`src/rtl/dzti_pkg.sv`:
```
package dzti_pkg;

   localparam int BLOCK_SIZE = 8;
   localparam int NB = (BLOCK_SIZE < 2) ? 2 : ((BLOCK_SIZE > 8) ? 8 : BLOCK_SIZE);
   localparam int NN = NB * NB;
   localparam int IDX_W = (NB > 2) ? $clog2(NB) : 1;
   localparam int ADDR_W = 6;
   localparam int STORE_DEPTH = 64;
   localparam int PIX_W = 8;
   localparam int COEF_W = 16;
   localparam int PART_W = 20;
   localparam int CS_W = 16;
   localparam int PROD_W = PART_W + CS_W;
   localparam int ACC_W = PROD_W + 4;
   localparam int CYCLE = 4 * NB;

   localparam logic [15:0] COS_ROM [42] = '{
      16'd11585, 16'd16384, 16'd11585,
      16'd9459, 16'd13377, 16'd11585, 16'd6689,
      16'd8192, 16'd11585, 16'd10703, 16'd8192, 16'd4433,
      16'd7327, 16'd10362, 16'd9855, 16'd8383, 16'd6091, 16'd3202,
      16'd6689, 16'd9459, 16'd9137, 16'd8192, 16'd6689, 16'd4730, 16'd2448,
      16'd6193, 16'd8758, 16'd8538, 16'd7890, 16'd6847, 16'd5460, 16'd3800, 16'd1949,
      16'd5793, 16'd8192, 16'd8035, 16'd7568, 16'd6811, 16'd5793, 16'd4551, 16'd3135,
      16'd1598
   };
   localparam int ROM_BASE [7] = '{0, 3, 7, 12, 18, 25, 33};

   typedef enum logic [1:0] {
      PASS_FWD_COL = 2'd0,
      PASS_FWD_ROW = 2'd1,
      PASS_INV_COL = 2'd2,
      PASS_INV_ROW = 2'd3
   } pass_type;

   typedef struct packed {
      logic              issue;
      logic              first;
      logic              last;
      pass_type          pass;
      logic [IDX_W-1:0]  i;
      logic [IDX_W-1:0]  j;
      logic [IDX_W-1:0]  k;
      logic              load_we;
      logic [ADDR_W-1:0] load_addr;
      logic              emit_rd;
      logic [ADDR_W-1:0] emit_addr;
      logic              capture;
   } cmd_type;

   typedef struct packed {
      logic wr_done;
   } status_type;

   // Q2.14 basis value for frequency f at spatial index x
   function automatic logic signed [CS_W-1:0] basis(input int f, input int x);
      int b;
      int k;
      logic signed [CS_W-1:0] r;
      b = ROM_BASE[NB-2];
      k = ((2 * x + 1) * f) % CYCLE;
      if (k > 2 * NB) k = CYCLE - k;
      if (f == 0) r = COS_ROM[b];
      else if (k == NB) r = '0;
      else if (k < NB) r = COS_ROM[b + 1 + k];
      else r = -$signed(COS_ROM[b + 1 + (2 * NB - k)]);
      return r;
   endfunction

   function automatic logic [ADDR_W-1:0] zz_pos(input int r, input int c);
      int s;
      int preceding;
      int lo;
      int hi;
      int off;
      s = r + c;
      if (s < NB) preceding = s * (s + 1) / 2;
      else preceding = NN - (2 * NB - 1 - s) * (2 * NB - s) / 2;
      lo = (s + 1 > NB) ? s + 1 - NB : 0;
      hi = (s < NB - 1) ? s : NB - 1;
      off = s[0] ? (r - lo) : (hi - r);
      return ADDR_W'(preceding + off);
   endfunction

endpackage

```
`src/rtl/dzti_ctrl.sv`:
```
module dzti_ctrl (
   input  logic                clock,
   input  logic                reset,
   input  logic                req_valid,
   output logic                req_ready,
   output logic                rsp_valid,
   input  logic                rsp_ready,
   output logic                rsp_last,
   output dzti_pkg::cmd_type   cmd,
   input  dzti_pkg::status_type status
);
   import dzti_pkg::*;

   typedef enum logic [2:0] {
      S_LOAD, S_ISSUE, S_WAIT, S_EMIT_RD, S_EMIT_WAIT, S_EMIT_OUT
   } state_type;

   localparam logic [IDX_W-1:0] IDX_LAST = IDX_W'(NB - 1);
   localparam logic [ADDR_W-1:0] N_LAST = ADDR_W'(NN - 1);

   state_type         state_ff;
   pass_type          pass_ff;
   logic [IDX_W-1:0]  i_ff, j_ff, k_ff;
   logic [ADDR_W-1:0] count_ff;
   logic              rsp_valid_ff;

   always_ff @(posedge clock) begin
      if (reset) begin
         state_ff <= S_LOAD;
         pass_ff <= PASS_FWD_COL;
         i_ff <= '0;
         j_ff <= '0;
         k_ff <= '0;
         count_ff <= '0;
         rsp_valid_ff <= 1'b0;
      end else begin
         unique case (state_ff)
            S_LOAD: begin
               if (req_valid) begin
                  if (count_ff == N_LAST) begin
                     count_ff <= '0;
                     state_ff <= S_ISSUE;
                  end else begin
                     count_ff <= count_ff + 1'b1;
                  end
               end
            end
            S_ISSUE: begin
               if (k_ff == IDX_LAST) begin
                  k_ff <= '0;
                  state_ff <= S_WAIT;
               end else begin
                  k_ff <= k_ff + 1'b1;
               end
            end
            S_WAIT: begin
               if (status.wr_done) begin
                  state_ff <= S_ISSUE;
                  if (j_ff == IDX_LAST) begin
                     j_ff <= '0;
                     if (i_ff == IDX_LAST) begin
                        i_ff <= '0;
                        if (pass_ff == PASS_INV_ROW) begin
                           pass_ff <= PASS_FWD_COL;
                           state_ff <= S_EMIT_RD;
                        end else begin
                           pass_ff <= pass_type'(pass_ff + 2'd1);
                        end
                     end else begin
                        i_ff <= i_ff + 1'b1;
                     end
                  end else begin
                     j_ff <= j_ff + 1'b1;
                  end
               end
            end
            S_EMIT_RD: state_ff <= S_EMIT_WAIT;
            S_EMIT_WAIT: begin
               rsp_valid_ff <= 1'b1;
               state_ff <= S_EMIT_OUT;
            end
            S_EMIT_OUT: begin
               if (rsp_ready) begin
                  rsp_valid_ff <= 1'b0;
                  if (count_ff == N_LAST) begin
                     count_ff <= '0;
                     state_ff <= S_LOAD;
                  end else begin
                     count_ff <= count_ff + 1'b1;
                     state_ff <= S_EMIT_RD;
                  end
               end
            end
            default: state_ff <= S_LOAD;
         endcase
      end
   end

   always_comb begin
      cmd.issue = (state_ff == S_ISSUE);
      cmd.first = (k_ff == '0);
      cmd.last = (k_ff == IDX_LAST);
      cmd.pass = pass_ff;
      cmd.i = i_ff;
      cmd.j = j_ff;
      cmd.k = k_ff;
      cmd.load_we = (state_ff == S_LOAD) && req_valid;
      cmd.load_addr = count_ff;
      cmd.emit_rd = (state_ff == S_EMIT_RD);
      cmd.emit_addr = count_ff;
      cmd.capture = (state_ff == S_EMIT_WAIT);
   end

   assign req_ready = (state_ff == S_LOAD);
   assign rsp_valid = rsp_valid_ff;
   assign rsp_last = (count_ff == N_LAST);
endmodule

```
`config.mk`:
```
export PLATFORM = sky130hd
export DESIGN_NAME = dzti_ctrl
export DESIGN_NICKNAME = d
export VERILOG_FILES = /design/src/rtl/dzti_pkg.sv /design/src/rtl/dzti_ctrl.sv
export SDC_FILE = /design/constraint.sdc
export NUM_CORES = 1
export LEC_CHECK = 0
export ABC_AREA = 1
export BUFFER_PORTS_ARGS = -buffer_cell sky130_fd_sc_hd__buf_2
export CAP_MARGIN = 20
export CORE_MARGIN = 2
export CORE_UTILIZATION = 40
export DETAILED_ROUTE_END_ITERATION = 10
export GPL_TIMING_DRIVEN = 1
export SLEW_MARGIN = 10
export SYNTH_ARGS = -nofsm -noshare
export SYNTH_HDL_FRONTEND = slang
export SYNTH_SLANG_ARGS = --single-unit
```
`constraint.sdc`:
```
create_clock -name clock -period 2.71 [get_ports clock]
set_input_delay 0.271 -clock clock [delete_from_list [all_inputs] [get_ports clock]]
set_output_delay 0.271 -clock clock [all_outputs]
set_load 0.02 [all_outputs]
```
## Word-level counts from Yosys, hierarchy flattened

Cells that the tools add are included.

- Add/sub/neg operators: 5
- Equality and inequality tests: 15
- Muxes and demuxes: 20
- Reduce and logical (&&, ||, !) cells: 11

Operators with widths:

| operator | count |
|---|---|
| 3-bit two-way mux | 8 |
| 6-bit two-way mux | 3 |
| 3-bit one-hot mux with 6 select lines | 1 |
| 3-bit == test, second input constant | 5 |
| 6-bit one-hot mux with 2 select lines | 1 |
| 2-bit two-way mux | 5 |
| 3-bit by 1-bit adder with 3-bit output, second input constant | 3 |
| 2-bit != test, second input constant | 4 |
| 6-bit by 1-bit adder with 6-bit output, second input constant | 1 |
| 3-bit by 2-bit == test with 1-bit output, second input constant | 2 |
| 6-bit == test, second input constant | 1 |
| 3-bit logical NOT | 2 |
| 3-bit AND reduction | 2 |
| 5-bit AND reduction | 1 |
| 2-bit AND reduction | 2 |
| 4-bit AND reduction | 1 |
| 2-bit nonzero test | 2 |
| 3-bit by 1-bit == test with 1-bit output, second input constant | 1 |
| 2-bit by 1-bit adder with 2-bit output, second input constant | 1 |
| 2-bit == test, second input constant | 1 |
| 2-bit by 1-bit != test with 1-bit output, second input constant | 1 |
| 1-bit one-hot mux with 2 select lines | 1 |
| 1-bit logical AND | 1 |
| 1-bit two-way mux | 1 |

- Register bits: 21
- Bits of input ports: 5
- Output and inout port bits: 32

## Longest topological paths before layout

- Depth after elaboration: 6
- Mapped depth: 10

## Worst setup path after synthesis

Ideal clock, no wire load.

- Path type: register to register
- Start: reg count_ff[0]
- End: reg state_ff[1]
- Library setup time: 0.113 ns
- Data arrival time: 1.458 ns
- Required time: 2.597 ns
- Path slack: 1.140 ns
- Stages on the path, launching flop included: 9
- Buffers on the path: 0
- Path through: dfxtp_1 -> ha_1 -> nand2_1 -> nor2_2 -> inv_1 -> nand2_1 -> o211ai_1 -> nor2_1 -> nor2_1

- Word-level cells in the longest chain between the ends: 4

Ends and longest elaborated chain:

| item | RTL line | RTL |
|---|---|---|
| start: declaration | dzti_ctrl.sv:24 | `logic [ADDR_W-1:0] count_ff;` |
| start signal: assignment | dzti_ctrl.sv:44 | `count_ff <= count_ff + 1'b1;` |
| start signal: assignment | dzti_ctrl.sv:89 | `count_ff <= count_ff + 1'b1;` |
| 6-bit == test (*) | n/a |  |
| named net rsp_last | dzti_ctrl.sv:8 | `output logic rsp_last,` |
| 2-bit two-way mux | dzti_ctrl.sv:85 | `if (count_ff == N_LAST) begin` |
| 3-bit two-way mux | dzti_ctrl.sv:83 | `if (rsp_ready) begin` |
| 3-bit one-hot mux with 6 select lines | dzti_ctrl.sv:37 | `unique case (state_ff)` |
| end signal: assignment | dzti_ctrl.sv:42 | `state_ff <= S_ISSUE;` |
| end signal: assignment | dzti_ctrl.sv:87 | `state_ff <= S_LOAD;` |
| end signal: assignment | dzti_ctrl.sv:90 | `state_ff <= S_EMIT_RD;` |
| end: declaration | dzti_ctrl.sv:21 | `state_type state_ff;` |

Mark *: on every way through the listed nets, which the timed path passes. The rest lies on a longest branch. The select of a mux whose other input is x is not followed.
A chain may end at the register's enable or synchronous reset.

==> run metrics <==
outcome=finished, violations left; failing checks=design-rule violations; Syn. warnings=0; PwrDens=between 700 and 800 nW/µm²; Gate power share=0.446; hold crit path type=in2reg; most frequent cells in the layout=buf_2, nand2_1, nor2_1; detailed-route via count=around 1100; share of flip-flops with an asynchronous set or reset=0; hpwl dp=1.97 mm; Final Max Tran Viols=0; Core Region=between 2000 and 3000 µm²; Cell Rows=19; pin count of the biggest net entering global routing=15; Post-CTS Setup Inserts=0; Post-Synthesis Cell Area=1200 µm²; MaxCap Viol Count=0; Layout Skew=0.00220 ns; setup_tns=0 ns; post-route setup slack=about 1 ns; relative slew slack=0.692; design area=between 1000 and 1500 µm²; Final Cycle Share=0.622; Post-CTS Hold Buffers=0; Post-Syn Nets=180; VDD IR max=0.336 mV; detailed-route wire length=2.58 mm; area grow syn2layout=16.0%; Post-DP Area=approximately 1400 µm²; syn avg cell area=7.21 µm²; worst path required time=approximately 2.4 ns; commonest non-fill, non-tap cell in the layout=buf_2; CTS H-tree depth=1; layout cell share with drive strength beyond 1=0.288; IO Count=37; startpoint types=flip-flop; first-pass GRT wire length=about 4.3 mm; Clock Path Buffers=2; Worst path slowest cell=dfxtp_1; Pre-antenna DRT Iters=7; Synth Instances=approximately 170; count of cells resized by post-cts repair=0; Num Clock Sinks=21; DRC Markers=4; Max Freq=594 MHz; DR vias/cell=4.94; NetSw=about 440 µW; Sw Ratio=0.447; Place WS=between 1 and 1.5 ns; fin crit period=1.68 ns; synth unique cells=27; CTS Buf Count=3; die width=between 50 and 60 µm; arrival time at the worst endpoint=1.41 ns; Worst setup EP type=output port; IO Port Bufs=36; root buffer cell=clkbuf_4; Worst Max-Slew Pin Slew=0.462 ns; P_int=~550 µW; Initial DRC Count=63; crit path kind=reg2out; Post-DRT Antenna Nets=0; initial core utilization=0.426; register area share after synthesis=0.351; Reg clk slew, reported paths=between 0.1 and 0.15 ns; number of diodes=0; leakage power=about 0.00074 µW; initial antenna violation count=0; Yosys reg bits=21; RD Place Congestion=between 0.7 and 0.8; Critical Path, Cell by Cell=inv_2 -> nor2_2 -> nand2_1 -> inv_1 -> buf_2; Post-synth EDFFs=0; gr ovfl total=0; Sequential Power Share=0.397; Critical Path Max Stage Delay=approximately 0.42 ns; final hold vios=0; die area=3440 µm²; critical-path maximum fanout=7; DR WL/cell=11.3 µm; Post-synth top flop=dfxtp_1; final setup fails=0; Nets=around 210; RSZ-0062 raised after global routing=no; GRT Total Usage=0.160; die height=between 50 and 60 µm; Clk pwr share=0.157; clk_lat worst skew=0.30 ns; TritonCTS clock tree=done; vias in the first global route=981
[cell usage after synthesis, types with 2 or more instances]
library cell	n	share of area
ha_1	9	0.094
a21oi_1	9	0.038
nor3_1	2	0.0084
o211a_1	2	0.017
inv_2	3	0.0094
o21ai_1	2	0.0084
nand4_1	2	0.010
nand2_2	4	0.021
nor2_1	24	0.075
nand3_1	12	0.050
dfxtp_1	21	0.35
buf_4	6	0.038
inv_1	20	0.063
nand2_1	27	0.085
o21ai_0	8	0.033
nor2_2	4	0.021
[registers in the layout, indices dropped and copies added, names as in the netlist]
| signal | flops |
|---|---|
| count_ff | 6 |
| i_ff | 3 |
| j_ff | 3 |
| k_ff | 3 |
| state_ff | 3 |
| pass_ff | 2 |
| rsp_valid | 1 |
[worst max-delay path, delay by kind of cell, from the launching register on]
family                 cells  cell delay, ns
buffers and inverters      3            0.38
AND/OR/NAND/NOR            2            0.30
flip-flops                 1            0.42
[routing by layer]
metal / share of wire / GRT usage / vias up / routed length, µm
met2: 0.44 / 0.255 / 25 / 1140
met1: 0.49 / 0.224 / 518 / 1270
met3: 0.055 / 0.0198 / 2 / 143
li1: - / - / 587 / -
met5: 0 / 0 / - / 0
met4: 0.0070 / 0.0584 / 0 / 18
[cell type report]
type	count	area, µm²
Fill cell	297	1420
Clock buffer	4	26.3
Tap cell	31	38.8
Multi-Input combinational cell	113	631
Inverter	24	91.3
Timing Repair Buffer	36	180
Sequential cell	21	420
[power by group through the flow]
stage	clock network, µW	registers, µW	logic, µW
final	157	396	444
after global placement	0	399	442
after floorplan	0	431	310
after detailed placement	0	402	446
after global routing	175	404	501
after CTS	166	395	447
[final timing paths]
check,startpoint,end,slack (ns),depth (start not counted)
setup / recovery,state_ff[0]$_SDFFE_PP0P_,cmd[28],1.03,5
hold / removal,reset,rsp_valid$_SDFFE_PP0P_,0.27,2
setup reg to reg,count_ff[0]$_SDFFE_PP0P_,state_ff[1]$_SDFFE_PP0P_,1.30,8
hold reg to reg,rsp_valid$_SDFFE_PP0P_,rsp_valid$_SDFFE_PP0P_,0.47,2
[metrics by stage]
step,util,total power (µW),hold slack [ns],instances
after floorplan,-,741,0.523,166
after global placement,0.485,840,0.448,225
after detailed placement,0.485,848,0.456,225
after CTS,0.495,1010,0.251,229
after global routing,0.495,1080,0.261,229
final,0.495,996,0.267,229
[cells by family (layout without fill, tap and decap cells)]
| kind of cell | Yosys count | in the layout | synth area share |
|---|---|---|---|
| buffers and inverters | 32 | 64 | 0.121 |
| adders and majority gates | 9 | 9 | 0.0941 |
| DFF | 21 | 21 | 0.351 |
| and+or+nand+nor | 81 | 81 | 0.323 |
| AOI/OAI and AO/OA | 23 | 23 | 0.110 |
Power figures use the tool's default switching activity.
